**config.mk**
```make
export PLATFORM = sky130hd
export DESIGN_NAME = periodic_ghost_particle_generator_unit_flat
export DESIGN_NICKNAME = d
export VERILOG_FILES = /design/src/design/pgg_pkg.sv /design/src/design/pgg_stream_if.sv /design/src/design/pgg_config.sv /design/src/design/pgg_front.sv /design/src/design/pgg_queue.sv /design/src/design/pgg_back.sv /design/src/design/periodic_ghost_particle_generator_unit.sv /design/src/flat_wrapper.sv
export SDC_FILE = /design/constraint.sdc
export NUM_CORES = 2
export LEC_CHECK = 0
export BUFFER_PORTS_ARGS = -buffer_cell sky130_fd_sc_hd__buf_2
export CAP_MARGIN = 30
export CORE_MARGIN = 2
export CORE_UTILIZATION = 57
export DETAILED_ROUTE_END_ITERATION = 10
export PLACE_DENSITY_LB_ADDON = 0.15
export RECOVER_POWER = 50
export SLEW_MARGIN = 20
export SYNTH_ARGS = -nofsm -noshare
export SYNTH_HDL_FRONTEND = slang
export SYNTH_HIERARCHICAL = 1
export SYNTH_SLANG_ARGS = --single-unit
```
**constraint.sdc**
```tcl
create_clock -name clk -period 7.7 [get_ports clk]
set_input_delay 1.155 -clock clk [delete_from_list [all_inputs] [get_ports clk]]
set_output_delay 1.155 -clock clk [all_outputs]
set_load 0.02 [all_outputs]
```
**src/design/pgg_pkg.sv**
```systemverilog
// Types, codes and helpers shared by the periodic ghost particle generator.
`timescale 1ns / 1ps
package pgg_pkg;

  localparam int POS_W       = 32;
  localparam int WIDE_W      = 34;
  localparam int EXT_W       = 33;
  localparam int SUPPORT_W   = 31;
  localparam int IDX_W       = 16;
  localparam int CFG_DATA_W  = 32;
  localparam int CFG_IDX_W   = 3;
  localparam int NUM_CAUSES  = 10;
  localparam int CAUSE_W     = 4;
  localparam int QUEUE_DEPTH = 4;

  typedef logic signed [POS_W-1:0]  pos_t;
  typedef logic signed [WIDE_W-1:0] wide_t;
  typedef logic signed [EXT_W-1:0]  ext_t;
  typedef logic [NUM_CAUSES-1:0]    cause_mask_t;

  typedef enum logic [CFG_IDX_W-1:0] {
    REG_BOX_MIN_X      = 3'd0,
    REG_BOX_MIN_Y      = 3'd1,
    REG_BOX_MIN_Z      = 3'd2,
    REG_BOX_MAX_X      = 3'd3,
    REG_BOX_MAX_Y      = 3'd4,
    REG_BOX_MAX_Z      = 3'd5,
    REG_SUPPORT_RANGE  = 3'd6,
    REG_DIMENSION_MODE = 3'd7
  } reg_index_t;

  typedef enum logic [1:0] {
    MODE_1D = 2'd0,
    MODE_XZ = 2'd1,
    MODE_3D = 2'd2
  } mode_t;

  typedef enum logic [CAUSE_W-1:0] {
    CAUSE_LEFT        = 4'd0,
    CAUSE_RIGHT       = 4'd1,
    CAUSE_FRONT       = 4'd2,
    CAUSE_BACK        = 4'd3,
    CAUSE_BOTTOM      = 4'd4,
    CAUSE_TOP         = 4'd5,
    CAUSE_TOPRIGHT    = 4'd6,
    CAUSE_TOPLEFT     = 4'd7,
    CAUSE_BOTTOMLEFT  = 4'd8,
    CAUSE_BOTTOMRIGHT = 4'd9
  } cause_t;

  localparam pos_t  RESET_MIN       = 32'sd0;
  localparam pos_t  RESET_MAX       = 32'sd65536;
  localparam logic [SUPPORT_W-1:0] RESET_SUPPORT = 31'd6554;
  localparam wide_t RESET_LOW_BAND  = 34'sd6554;
  localparam wide_t RESET_HIGH_BAND = 34'sd58982;
  localparam ext_t  RESET_EXTENT    = 33'sd65536;

  typedef struct packed {
    pos_t  min;
    pos_t  max;
    wide_t low_band;
    wide_t high_band;
    ext_t  extent;
  } axis_bounds_t;

  typedef struct packed {
    axis_bounds_t x;
    axis_bounds_t y;
    axis_bounds_t z;
    logic         use_y;
    logic         use_z;
    logic         corners;
  } bounds_t;

  typedef struct packed {
    pos_t             pos_x;
    pos_t             pos_y;
    pos_t             pos_z;
    logic [IDX_W-1:0] particle_index;
  } in_beat_t;

  typedef struct packed {
    pos_t               ghost_x;
    pos_t               ghost_y;
    pos_t               ghost_z;
    logic [IDX_W-1:0]   source_index;
    logic [CAUSE_W-1:0] mirror_cause;
    logic               is_last;
  } out_beat_t;

  typedef struct packed {
    pos_t             pos_x;
    pos_t             pos_y;
    pos_t             pos_z;
    logic [IDX_W-1:0] index;
    cause_mask_t      mask;
  } entry_t;

  function automatic wide_t widen(pos_t p);
    return {{(WIDE_W-POS_W){p[POS_W-1]}}, p};
  endfunction

  function automatic pos_t sat32(wide_t v);
    pos_t r;
    if (v > widen(32'sh7FFF_FFFF)) begin
      r = 32'sh7FFF_FFFF;
    end else if (v < widen(32'sh8000_0000)) begin
      r = 32'sh8000_0000;
    end else begin
      r = v[POS_W-1:0];
    end
    return r;
  endfunction

endpackage

```
**src/design/pgg_stream_if.sv**
```systemverilog
// Valid/ready stream channel carrying one payload beat.
`timescale 1ns / 1ps
interface pgg_stream_if #(parameter type payload_t = logic [0:0]) ();
  logic     valid;
  logic     ready;
  payload_t data;

  modport source (output valid, output data, input ready);
  modport sink (input valid, input data, output ready);
endinterface

```
**src/design/pgg_config.sv**
```systemverilog
// Configuration registers and derived band limits and box extents.
`timescale 1ns / 1ps
module pgg_config (
  input  logic                           clk,
  input  logic                           rst,
  input  logic                           cfg_we,
  input  logic [pgg_pkg::CFG_IDX_W-1:0]  cfg_index,
  input  logic [pgg_pkg::CFG_DATA_W-1:0] cfg_data,
  output pgg_pkg::bounds_t               bounds
);
  import pgg_pkg::*;

  pos_t                 min_x, min_y, min_z;
  pos_t                 max_x, max_y, max_z;
  logic [SUPPORT_W-1:0] support;
  logic [1:0]           mode;
  pos_t                 min_x_next, min_y_next, min_z_next;
  pos_t                 max_x_next, max_y_next, max_z_next;
  logic [SUPPORT_W-1:0] support_next;
  logic [1:0]           mode_next;
  wide_t                sr_next;

  assign sr_next = {{(WIDE_W-SUPPORT_W){1'b0}}, support_next};

  always_comb begin
    min_x_next   = min_x;
    min_y_next   = min_y;
    min_z_next   = min_z;
    max_x_next   = max_x;
    max_y_next   = max_y;
    max_z_next   = max_z;
    support_next = support;
    mode_next    = mode;
    if (cfg_we) begin
      unique case (reg_index_t'(cfg_index))
        REG_BOX_MIN_X:      min_x_next   = cfg_data;
        REG_BOX_MIN_Y:      min_y_next   = cfg_data;
        REG_BOX_MIN_Z:      min_z_next   = cfg_data;
        REG_BOX_MAX_X:      max_x_next   = cfg_data;
        REG_BOX_MAX_Y:      max_y_next   = cfg_data;
        REG_BOX_MAX_Z:      max_z_next   = cfg_data;
        REG_SUPPORT_RANGE:  support_next = cfg_data[SUPPORT_W-1:0];
        REG_DIMENSION_MODE: mode_next    = cfg_data[1:0];
        default: ;
      endcase
    end
  end

  always_ff @(posedge clk) begin
    if (rst) begin
      min_x   <= RESET_MIN;
      min_y   <= RESET_MIN;
      min_z   <= RESET_MIN;
      max_x   <= RESET_MAX;
      max_y   <= RESET_MAX;
      max_z   <= RESET_MAX;
      support <= RESET_SUPPORT;
      mode    <= MODE_3D;
    end else begin
      min_x   <= min_x_next;
      min_y   <= min_y_next;
      min_z   <= min_z_next;
      max_x   <= max_x_next;
      max_y   <= max_y_next;
      max_z   <= max_z_next;
      support <= support_next;
      mode    <= mode_next;
    end
  end

  always_ff @(posedge clk) begin
    if (rst) begin
      bounds.x       <= '{RESET_MIN, RESET_MAX, RESET_LOW_BAND, RESET_HIGH_BAND, RESET_EXTENT};
      bounds.y       <= '{RESET_MIN, RESET_MAX, RESET_LOW_BAND, RESET_HIGH_BAND, RESET_EXTENT};
      bounds.z       <= '{RESET_MIN, RESET_MAX, RESET_LOW_BAND, RESET_HIGH_BAND, RESET_EXTENT};
      bounds.use_y   <= 1'b1;
      bounds.use_z   <= 1'b1;
      bounds.corners <= 1'b0;
    end else begin
      bounds.x <= '{min_x_next, max_x_next, widen(min_x_next) + sr_next,
                    widen(max_x_next) - sr_next,
                    ext_t'({max_x_next[POS_W-1], max_x_next} -
                           {min_x_next[POS_W-1], min_x_next})};
      bounds.y <= '{min_y_next, max_y_next, widen(min_y_next) + sr_next,
                    widen(max_y_next) - sr_next,
                    ext_t'({max_y_next[POS_W-1], max_y_next} -
                           {min_y_next[POS_W-1], min_y_next})};
      bounds.z <= '{min_z_next, max_z_next, widen(min_z_next) + sr_next,
                    widen(max_z_next) - sr_next,
                    ext_t'({max_z_next[POS_W-1], max_z_next} -
                           {min_z_next[POS_W-1], min_z_next})};
      unique case (mode_next)
        MODE_XZ: begin
          bounds.use_y   <= 1'b0;
          bounds.use_z   <= 1'b1;
          bounds.corners <= 1'b1;
        end
        MODE_3D: begin
          bounds.use_y   <= 1'b1;
          bounds.use_z   <= 1'b1;
          bounds.corners <= 1'b0;
        end
        default: begin
          bounds.use_y   <= 1'b0;
          bounds.use_z   <= 1'b0;
          bounds.corners <= 1'b0;
        end
      endcase
    end
  end

endmodule

```
**src/design/pgg_front.sv**
```systemverilog
// Front end: accept particles, classify them against the face bands, push work.
`timescale 1ns / 1ps
module pgg_front #(
  parameter int INDEX_BITS = 16
) (
  pgg_stream_if.sink         particle,
  input  pgg_pkg::bounds_t   bounds,
  input  logic               queue_full,
  output logic               push,
  output pgg_pkg::entry_t    push_entry
);
  import pgg_pkg::*;

  localparam int KEEP_BITS = (INDEX_BITS < IDX_W) ? INDEX_BITS : IDX_W;
  localparam logic [IDX_W-1:0] KEEP_MASK = IDX_W'((64'd1 << KEEP_BITS) - 64'd1);

  function automatic logic near_low(pos_t p, axis_bounds_t a);
    return (widen(p) < a.low_band) && (p > a.min);
  endfunction

  function automatic logic near_high(pos_t p, axis_bounds_t a);
    return (widen(p) > a.high_band) && (p < a.max);
  endfunction

  logic        xl, xh, yl, yh, zl, zh;
  cause_mask_t mask;

  always_comb begin
    xl = near_low(particle.data.pos_x, bounds.x);
    xh = near_high(particle.data.pos_x, bounds.x);
    yl = near_low(particle.data.pos_y, bounds.y);
    yh = near_high(particle.data.pos_y, bounds.y);
    zl = near_low(particle.data.pos_z, bounds.z);
    zh = near_high(particle.data.pos_z, bounds.z);
    mask                    = '0;
    mask[CAUSE_LEFT]        = xl;
    mask[CAUSE_RIGHT]       = xh;
    mask[CAUSE_FRONT]       = bounds.use_y & yl;
    mask[CAUSE_BACK]        = bounds.use_y & yh;
    mask[CAUSE_BOTTOM]      = bounds.use_z & zl;
    mask[CAUSE_TOP]         = bounds.use_z & zh;
    mask[CAUSE_TOPRIGHT]    = bounds.corners & zh & xh;
    mask[CAUSE_TOPLEFT]     = bounds.corners & zh & xl;
    mask[CAUSE_BOTTOMLEFT]  = bounds.corners & zl & xl;
    mask[CAUSE_BOTTOMRIGHT] = bounds.corners & zl & xh;
  end

  assign particle.ready   = !queue_full;
  assign push             = particle.valid && !queue_full && (mask != '0);
  assign push_entry.pos_x = particle.data.pos_x;
  assign push_entry.pos_y = particle.data.pos_y;
  assign push_entry.pos_z = particle.data.pos_z;
  assign push_entry.index = particle.data.particle_index & KEEP_MASK;
  assign push_entry.mask  = mask;

endmodule

```
**src/design/pgg_queue.sv**
```systemverilog
// Short work queue between the classifier and the ghost emitter.
`timescale 1ns / 1ps
module pgg_queue (
  input  logic            clk,
  input  logic            rst,
  input  logic            push,
  input  pgg_pkg::entry_t push_entry,
  input  logic            pop,
  output logic            full,
  output logic            head_valid,
  output pgg_pkg::entry_t head
);
  import pgg_pkg::*;

  localparam int PTR_W = $clog2(QUEUE_DEPTH);
  localparam int CNT_W = $clog2(QUEUE_DEPTH + 1);

  entry_t           entries [QUEUE_DEPTH];
  logic [PTR_W-1:0] wr_ptr, rd_ptr;
  logic [CNT_W-1:0] count;

  assign full       = (count == CNT_W'(QUEUE_DEPTH));
  assign head_valid = (count != '0);
  assign head       = entries[rd_ptr];

  always_ff @(posedge clk) begin
    if (push) begin
      entries[wr_ptr] <= push_entry;
    end
  end

  always_ff @(posedge clk) begin
    if (rst) begin
      wr_ptr <= '0;
      rd_ptr <= '0;
      count  <= '0;
    end else begin
      if (push) begin
        wr_ptr <= PTR_W'((wr_ptr + 1'b1) % QUEUE_DEPTH);
      end
      if (pop) begin
        rd_ptr <= PTR_W'((rd_ptr + 1'b1) % QUEUE_DEPTH);
      end
      count <= count + CNT_W'(push) - CNT_W'(pop);
    end
  end

  assert property (@(posedge clk) disable iff (rst) full |-> !push)
    else $error("push into full queue");
  assert property (@(posedge clk) disable iff (rst) !head_valid |-> !pop)
    else $error("pop from empty queue");
  assert property (@(posedge clk) disable iff (rst) head_valid |-> head.mask != '0)
    else $error("queued entry without ghosts");

endmodule

```
**src/design/pgg_back.sv**
```systemverilog
// Back end: walk each entry's cause mask and emit one saturated ghost per beat.
`timescale 1ns / 1ps
module pgg_back (
  input  logic              clk,
  input  logic              rst,
  input  pgg_pkg::bounds_t  bounds,
  input  logic              head_valid,
  input  pgg_pkg::entry_t   head,
  output logic              pop,
  pgg_stream_if.source      ghost
);
  import pgg_pkg::*;

  entry_t             cur;
  logic               cur_valid;
  cause_mask_t        pick, rest;
  logic [CAUSE_W-1:0] pick_code;
  logic               last, adv;
  logic               x_plus, x_minus, y_plus, y_minus, z_plus, z_minus;
  out_beat_t          beat_next;

  function automatic pos_t shift(pos_t p, ext_t e, logic plus, logic minus);
    wide_t s;
    wide_t d;
    s = widen(p);
    d = {e[EXT_W-1], e};
    if (plus) begin
      s = s + d;
    end else if (minus) begin
      s = s - d;
    end
    return sat32(s);
  endfunction

  always_comb begin
    pick      = cur.mask & (~cur.mask + 1'b1);
    rest      = cur.mask & ~pick;
    last      = (rest == '0);
    pick_code = '0;
    for (int i = 0; i < NUM_CAUSES; i++) begin
      if (pick[i]) begin
        pick_code = CAUSE_W'(i);
      end
    end
    x_plus  = pick[CAUSE_LEFT] | pick[CAUSE_TOPLEFT] | pick[CAUSE_BOTTOMLEFT];
    x_minus = pick[CAUSE_RIGHT] | pick[CAUSE_TOPRIGHT] | pick[CAUSE_BOTTOMRIGHT];
    y_plus  = pick[CAUSE_FRONT];
    y_minus = pick[CAUSE_BACK];
    z_plus  = pick[CAUSE_BOTTOM] | pick[CAUSE_BOTTOMLEFT] | pick[CAUSE_BOTTOMRIGHT];
    z_minus = pick[CAUSE_TOP] | pick[CAUSE_TOPRIGHT] | pick[CAUSE_TOPLEFT];
    beat_next.ghost_x      = shift(cur.pos_x, bounds.x.extent, x_plus, x_minus);
    beat_next.ghost_y      = shift(cur.pos_y, bounds.y.extent, y_plus, y_minus);
    beat_next.ghost_z      = shift(cur.pos_z, bounds.z.extent, z_plus, z_minus);
    beat_next.source_index = cur.index;
    beat_next.mirror_cause = pick_code;
    beat_next.is_last      = last;
  end

  assign adv = cur_valid && (!ghost.valid || ghost.ready);
  assign pop = head_valid && (!cur_valid || (adv && last));

  always_ff @(posedge clk) begin
    if (rst) begin
      cur_valid <= 1'b0;
    end else if (pop) begin
      cur_valid <= 1'b1;
    end else if (adv && last) begin
      cur_valid <= 1'b0;
    end
  end

  always_ff @(posedge clk) begin
    if (pop) begin
      cur <= head;
    end else if (adv) begin
      cur.mask <= rest;
    end
  end

  always_ff @(posedge clk) begin
    if (rst) begin
      ghost.valid <= 1'b0;
    end else if (adv) begin
      ghost.valid <= 1'b1;
    end else if (ghost.ready) begin
      ghost.valid <= 1'b0;
    end
  end

  always_ff @(posedge clk) begin
    if (adv) begin
      ghost.data <= beat_next;
    end
  end

  assert property (@(posedge clk) disable iff (rst) cur_valid |-> $onehot(pick))
    else $error("active entry has no pending ghost");
  assert property (@(posedge clk) disable iff (rst) (adv && !last) |=> cur_valid)
    else $error("entry dropped before its last ghost");
  assert property (@(posedge clk) disable iff (rst)
                   (cur_valid && !adv) |=> (cur_valid && $stable(cur.mask)))
    else $error("stalled entry changed");

endmodule

```
**src/design/periodic_ghost_particle_generator_unit.sv**
```systemverilog
// Top level of the periodic ghost particle generator.
// A particle's first ghost passes the queue, the entry register and the output register.
// Throughput: one particle accepted per cycle while the 4-entry work queue has room;
// the emitter sends one ghost per cycle unless the output stalls, one beat per ghost.
// Particles that make no ghost are dropped at the front and never enter the queue.
// Reset: synchronous; clears queue and output; registers return to their reset values.
`timescale 1ns / 1ps
module periodic_ghost_particle_generator_unit #(
  parameter int INDEX_BITS = 16
) (
  input  logic                           clk,
  input  logic                           rst,
  input  logic                           cfg_we,
  input  logic [pgg_pkg::CFG_IDX_W-1:0]  cfg_index,
  input  logic [pgg_pkg::CFG_DATA_W-1:0] cfg_data,
  pgg_stream_if.sink                     particle,
  pgg_stream_if.source                   ghost
);
  import pgg_pkg::*;

  bounds_t bounds;
  logic    queue_full, push, pop, head_valid;
  entry_t  push_entry, head;

  pgg_config u_config (
    .clk       (clk),
    .rst       (rst),
    .cfg_we    (cfg_we),
    .cfg_index (cfg_index),
    .cfg_data  (cfg_data),
    .bounds    (bounds)
  );

  pgg_front #(
    .INDEX_BITS (INDEX_BITS)
  ) u_front (
    .particle   (particle),
    .bounds     (bounds),
    .queue_full (queue_full),
    .push       (push),
    .push_entry (push_entry)
  );

  pgg_queue u_queue (
    .clk        (clk),
    .rst        (rst),
    .push       (push),
    .push_entry (push_entry),
    .pop        (pop),
    .full       (queue_full),
    .head_valid (head_valid),
    .head       (head)
  );

  pgg_back u_back (
    .clk        (clk),
    .rst        (rst),
    .bounds     (bounds),
    .head_valid (head_valid),
    .head       (head),
    .pop        (pop),
    .ghost      (ghost)
  );

endmodule

```
**src/flat_wrapper.sv**
```systemverilog
// flat-port wrapper written by rule: the top's interface ports become plain ports
module periodic_ghost_particle_generator_unit_flat import pgg_pkg::*;
#(
  parameter int INDEX_BITS = 16
)
  (clk, rst, cfg_we, cfg_index, cfg_data, particle_valid, particle_data, particle_ready, ghost_valid, ghost_data, ghost_ready);
  pgg_stream_if #(.payload_t(in_beat_t)) particle_i ();
  pgg_stream_if #(.payload_t(out_beat_t)) ghost_i ();
  input  logic clk;
  input  logic rst;
  input  logic cfg_we;
  input  logic [pgg_pkg::CFG_IDX_W-1:0] cfg_index;
  input  logic [pgg_pkg::CFG_DATA_W-1:0] cfg_data;
  input wire logic [$bits(particle_i.valid)-1:0] particle_valid;
  input wire logic [$bits(particle_i.data)-1:0] particle_data;
  output wire logic [$bits(particle_i.ready)-1:0] particle_ready;
  output wire logic [$bits(ghost_i.valid)-1:0] ghost_valid;
  output wire logic [$bits(ghost_i.data)-1:0] ghost_data;
  input wire logic [$bits(ghost_i.ready)-1:0] ghost_ready;
  assign particle_i.valid = particle_valid;
  assign particle_i.data = particle_data;
  assign particle_ready = particle_i.ready;
  assign ghost_valid = ghost_i.valid;
  assign ghost_data = ghost_i.data;
  assign ghost_i.ready = ghost_ready;
  periodic_ghost_particle_generator_unit #(.INDEX_BITS(INDEX_BITS)) u_core (.clk(clk), .rst(rst), .cfg_we(cfg_we), .cfg_index(cfg_index), .cfg_data(cfg_data), .particle(particle_i), .ghost(ghost_i));
endmodule
```
## After elaboration in Yosys (flattened, before gate mapping)

Memories as Yosys holds them, arrays and structs flattened. A register that Yosys moved wholly into a read port is not among the register bits.
Index checks and enable logic that the tools add are counted.

| storage, ports and cells | value |
|---|---|
| bits in writable memories | 488 |
| word-level logic and storage cells | 176 |
| memories | 1 |
| output and inout bits | 119 |
| input port bits | 152 |
| flip-flop bits (word level) | 779 |

| operators by class | value |
|---|---|
| multiplexer cells | 44 |
| order comparisons | 18 |
| bitwise operators | 22 |
| reductions and logical operators | 24 |
| $add $sub $neg | 20 |
| equal/unequal tests | 10 |

Memories:

| name | depth | width | rd ports | clocked after memory_dff | wr ports | RTL line | text |
|---|---|---|---|---|---|---|---|
| u_core.u_queue.entries | 4 | 122 | 1 | 1 | 1 | pgg_queue.sv:18 | `entry_t entries [QUEUE_DEPTH];` |

Operators by type and width:

| kind | count |
|---|---|
| $mux W32 | 15 |
| $mux W34 | 6 |
| $sub A32 B32 Y33 | 6 |
| $add A32 B33 Y34 | 3 |
| $gt A32 B34 Y1 | 3 |
| $gt A34 B32 Y1 const B | 3 |
| $lt A32 B34 Y1 | 3 |
| $lt A34 B32 Y1 const B | 3 |
| $sub A32 B33 Y34 | 3 |
| $add A32 B32 Y33 | 3 |
| $gt A32 B32 Y1 | 3 |
| $lt A32 B32 Y1 | 3 |
| $mux W31 | 2 |
| $mux W4 | 6 |
| $and A10 B10 Y10 | 2 |
| $mux W10 | 2 |
| $not A10 Y10 | 2 |
| $eq A3 B3 Y1 const B | 5 |
| $logic_and A1 B1 Y1 | 11 |
| $add A10 B1 Y10 const B | 1 |
| $and A1 B1 Y1 | 10 |
| $logic_not A10 Y1 | 1 |
| $reduce_bool A10 Y1 | 1 |
| $mux W1 | 8 |
| other kinds (16) | 33 |

## Longest topological paths before layout

| logic depth | value |
|---|---|
| depth after elaboration | 11 |
| gate-level depth with buffers | 21 |

## Modules after synthesis

The synthesis kept the hierarchy.

Modules (own cells, without submodules):

| module | cells an instance | area an instance (µm²) | times used | sequential area each (µm²) |
|---|---|---|---|---|
| pgg_config | 3,535 | 30,749.5 | 1 | 10,510.1 |
| pgg_back | 2,379 | 20,382.0 | 1 | 7,216.9 |
| pgg_queue | 680 | 18,042.3 | 1 | 14,834.2 |
| pgg_front | 1,508 | 10,737.8 | 1 | 0.0 |

## Worst setup path before layout

OpenSTA, ideal clock, no wires.

| timing | value |
|---|---|
| path kind | in2reg |
| from | in ghost_ready |
| to | reg u_core/u_back/cur[0] (netlist name), enable pin |
| cell stages on the path | 3 |
| data required time | 7.351 ns |
| arrival | 7.071 ns |
| path buffers | 0 |
| slack | 0.281 ns |
| library setup time | 0.349 ns |
| path through | nor2b_1 -> nor2b_1 -> nand2b_1 |

| on the way | value |
|---|---|
| word-level cells in the longest chain between the ends | 6 |

RTL lines:

| element | RTL line | text |
|---|---|---|
| start, declared | flat_wrapper.sv:19 | `input wire logic [$bits(ghost_i.ready)-1:0] ghost_ready;` |
| $logic_or A1 B1 Y1 (*) | pgg_back.sv:59 | `assign adv = cur_valid && (!ghost.valid \|\| ghost.ready);` |
| $logic_and A1 B1 Y1 (*) | pgg_back.sv:59 |  |
| net u_core.u_back.adv | pgg_back.sv:18 | `logic last, adv;` |
| $logic_and A1 B1 Y1 | pgg_back.sv:60 | `assign pop = head_valid && (!cur_valid \|\| (adv && last));` |
| $logic_or A1 B1 Y1 | pgg_back.sv:60 |  |
| $logic_and A1 B1 Y1 | pgg_back.sv:60 |  |
| $reduce_bool A2 Y1 (no line) (*) | - |  |
| end, declared | pgg_back.sv:14 | `entry_t cur;` |

The timed path passes the listed nets; every way through them passes the cells marked *.
A chain may end at the register's enable or synchronous reset.

==> results.tsv <==
stage	metric	value	unit
outcome	result of the run	complete, but fails checks	
outcome	violated checks	capacitance limit, slew limit	
clocking	number of CTS-inserted buffers	144	
synth	count of unique library cells instantiated by Yosys	120	
clocking	clock root cell	clkbuf_16	
global_routing	GRT Resource Usage Total	34.3	%
synth	share of flip-flops with an asynchronous set or reset	0	%
timing	Layout Skew	61.2	ps
clocking	post-cts hold buffer count	0	
floorplan	standard-cell row count	137	
global_routing	pin count of the biggest net entering global routing	147	
power	leak pwr	35.3	nW
clocking	CTS tree	yes	
synth	cell type with the highest aggregate area in the netlist	edfxtp_1	
clocking	clock-pin slew of the registers on the worst-case setup and hold paths	60	ps
timing	shortest period the worst path allows	6730	ps
synth	net count after synthesis	9087	
synth	Synth top area share	27.3	%
power	Net Sw Power	0.0116	W
detailed_routing	count of vias placed by the detailed router	63200	
worst_setup_path	critical-path maximum fanout	76	
timing	Max Freq	0.149	GHz
clocking	clock latency on the worst-skew pair	830	ps
synth	post-synthesis share of cell area spent on xor and xnor gates	3.17	%
timing	crit path setup slack, layout	971	ps
floorplan	height of the die	378	um
detailed_routing	wire length after detailed routing	250	mm
timing	count of final setup violators	0	
synth	multiplexer share of the synthesized area	7.21	%
placed_design	gpl congestion	0.982	
flow_run	maxcap violations	13	
worst_setup_path	worst setup path class	reg2reg	
synth	Post-Synthesis Mean Instance Area	9.86	sq um
min_path	hold path endpoint	u_core/u_back/ghost.data[20]$_DFFE_PP_	
floorplan	die width	378	um
min_path	Hold Path Class	reg2reg	
finish	share of final-layout standard cells stronger than drive strength 1	8.91	%
power	Combinational Power Share	41.8	%
floorplan	Floorplan Core Area	139000	sq um
clocking	number of instances resized during post-cts repair	0	
clocking	Max H-tree Level	4	
timing	period utilization	87.4	%
synth	FF+latch count, synth	1263	
worst_setup_path	reg-to-reg slack, setup	970	ps
synth	count of synthesis-stage warnings from yosys	6	
worst_setup_path	Critical Path Source Type	flip-flop	
min_path	start point of the worst hold path	u_core/u_back/beat_next[20]$_DFFE_PP_	
synth	Gate Count Post-Synth	8102	
detailed_routing	first-pass iteration count of the detailed router	8	
synth	main area contributors after synthesis	edfxtp_1, dfxtp_1, ha_1	
synth	leading post-synthesis cells by instance count	ha_1, inv_1, nor2_1, edfxtp_1, a21oi_1	
clocking	Setup Fix Bufs, Post-CTS	0	
global_routing	global-route wire length before repair	370	mm
detailed_routing	Initial DRC Count	5918	
power	internal power summed over all cells	0.0174	W
finish	Post-layout nets	9182	
min_path	Hold Path Cell Cnt	0	
synth	share of synthesized area occupied by flip-flops and latches	40.7	%
detailed_routing	Routed wire per std cell	24.5	um
synth	area share of fa/ha/maj cells after synthesis	13.5	%
clocking	Bufs on Longest Clock Path	3	
timing	count of pins over their slew limit	746	
placed_design	post-detail-place hpwl	190	mm
finish	signed area change from the synthesized netlist to the final layout	8.96	%
power	power density cells	333	nW/um^2
timing	Worst Max-Slew Pin Slew	6980	ps
timing	endpoints failing hold	0	
power	clock share of power	24.8	%
power	share of power burned in registers	33.4	%
worst_setup_path	required arrival time at the worst endpoint	8360	ps
power	switching part of the total power	40.1	%
global_routing	initial antenna violation count	31	
synth	area of the mapped netlist	79900	sq um
power	Peak supply drop	0.000554	V
detailed_routing	vias per inst	6.20	
synth	Post-synth EDFFs	727	
synth	most numerous cell in the Yosys netlist	ha_1	
worst_setup_path	worst-case reg-to-reg path depth	4	
detailed_routing	Post-DRT Antenna Nets	0	
synth	largest family of logic cells by synthesized area	compound AO/OA/AOI/OAI gates	
worst_setup_path	endpoint kind of the worst setup timing path	flip-flop	
global_routing	overall overflow remaining after global route	0	
global_routing	number of global-route vias before repair	59600	
detailed_routing	number of remaining DRC errors	0	
worst_setup_path	data arrival time at the worst-slack endpoint	7390	ps
synth	Synth Area in Simple Gates	12.0	%
floorplan	effective utilization at floorplan	57.3	%
floorplan	DIE AREA	143000	sq um
floorplan	io pins	271	
timing	RSZ-0062 raised after global routing	false	
clocking	total number of clock tree sinks	1263	
timing	Final TNS setup	0	ps
timing	headroom to the max-slew limit	-365	%
synth	Most used DFF post-synth	edfxtp_1	
placed_design	number of port buffers	270	
worst_setup_path	end of the worst register-to-register path	u_core/u_back/cur[2]$_DFFE_PP_	
placed_design	dpl ws	934	ps
synth	area fraction in compound gates after synthesis	16.7	%
## state kept, by name (all words and copies together) (netlist names), named ones only
name and flops:
u_core/u_queue/count 3, u_core/u_back/beat_next 16, u_core/u_config/mode 2, u_core/u_back/cur_valid 1
u_core/u_config/bounds 492, u_core/u_back/cur 106, u_core/u_back/ghost.data 117, u_core/u_config/support 31
u_core/u_queue/entries 488, u_core/u_queue/wr_ptr 2, u_core/u_back/ghost.valid 1, u_core/u_queue/rd_ptr 2
## how the worst max path moves through the flow
| stage | startpoint | to | slack [ps] |
|---|---|---|---|
| after global routing | flip-flop | u_core/u_back/cur[2]$_DFFE_PP_ | 640 |
| after floorplan | ghost_ready | u_core/u_back/cur[0]$_SDFFCE_PN0P_ | 280 |
| after detailed placement | cfg_index[1] | u_core/u_config/bounds[229]$_SDFF_PP0_ | 930 |
| after CTS | cfg_index[1] | u_core/u_config/bounds[229]$_SDFF_PP0_ | 1730 |
| final | flip-flop | u_core/u_back/cur[2]$_DFFE_PP_ | 970 |
| after global placement | cfg_index[1] | u_core/u_config/bounds[229]$_SDFF_PP0_ | 930 |
## critical path, stage by stage, from the launching register on
cell and delay, ps:
dfxtp_1 2130, dlymetal6s2s_1 3210, mux4_2 750, inv_1 160, o21ai_0 180
## routing by layer
layer | global-route usage [%] | part of all wire, % | vias to the layer above
met4 | 13.8 | 4.3 | 14
li1 | - | - | 29500
met5 | 0 | 0.037 | -
met3 | 6.70 | 7.7 | 473
met2 | 54.4 | 45 | 2488
met1 | 45.9 | 43 | 30700
## cells in the final DEF, fill, tap and decap left out, types with 60 or more instances in the layout
| cell type | synthesis | routed |
|---|---|---|
| nand3_1 | 114 | 114 |
| mux2i_1 | 134 | 132 |
| o22ai_1 | 88 | 88 |
| xor2_1 | 103 | 103 |
| and2_1 | 110 | 74 |
| inv_1 | 797 | 795 |
| nand2_1 | 397 | 397 |
| dfxtp_1 | 536 | 535 |
| buf_4 | 129 | 72 |
| a21o_1 | 209 | 209 |
| nor2_1 | 787 | 787 |
| clkbuf_1 | 214 | 262 |
| mux2_2 | 110 | 110 |
| mux4_2 | 122 | 122 |
| clkbuf_16 | 0 | 147 |
| o21ai_0 | 382 | 382 |
| nor3_1 | 104 | 103 |
| a21oi_1 | 606 | 603 |
| a31oi_1 | 76 | 76 |
| edfxtp_1 | 727 | 727 |
| o21bai_1 | 73 | 73 |
| nand2b_1 | 83 | 83 |
| nand4_1 | 111 | 111 |
| xnor2_1 | 182 | 182 |
| ha_1 | 822 | 822 |
| a221oi_1 | 60 | 60 |
| nor2b_1 | 104 | 104 |
## layout make-up
cell class	count	area, sq um
Multi-Input combinational cell	5610	42100
Fill cell	11700	52300
Clock inverter	73	1010
Tap cell	1876	2350
Antenna cell	9	22.5
Timing Repair Buffer	372	2010
Clock buffer	190	4010
Inverter	806	3030
Sequential cell	1263	32600
## per-stage QoR
step | hold slack [ps] | std cells | power, W | util (%) | cell area (sq um)
6_report | 408 | 10200 | 0.0290 | 62.5 | 87100
5_1_grt | 426 | 10200 | 0.0305 | 62.5 | 87100
4_1_cts | 409 | 10200 | 0.0288 | 62.7 | 87400
3_5_place_dp | 407 | 9920 | 0.0216 | 59.1 | 82400
3_3_place_gp | 401 | 9916 | 0.0214 | 59.1 | 82300
2_1_floorplan | 400 | 8102 | 0.0181 | - | 79900
## power groups by stage
| stage | sequential (W) | clock (W) | combinational (W) |
|---|---|---|---|
| 6_report | 0.00968 | 0.00717 | 0.0121 |
| 5_1_grt | 0.00981 | 0.00753 | 0.0132 |
| 4_1_cts | 0.00963 | 0.00727 | 0.0119 |
| 3_5_place_dp | 0.00976 | 0 | 0.0118 |
| 3_3_place_gp | 0.00973 | 0 | 0.0117 |
| 2_1_floorplan | 0.00991 | 0 | 0.00818 |
## cells by family (layout without fill, tap and decap cells)
group | count (synthesis) | after routing
AO/OA/AOI/OAI | 2049 | 2049
AND/OR/NAND/NOR | 2016 | 2016
flip-flops | 1263 | 1263
buffers and inverters | 1229 | 1441
adder cells (fa/ha/maj) | 864 | 864
multiplexers | 394 | 394
XOR/XNOR | 287 | 287
other | 0 | 9
Note: power is estimated with default switching activity, not from simulation.
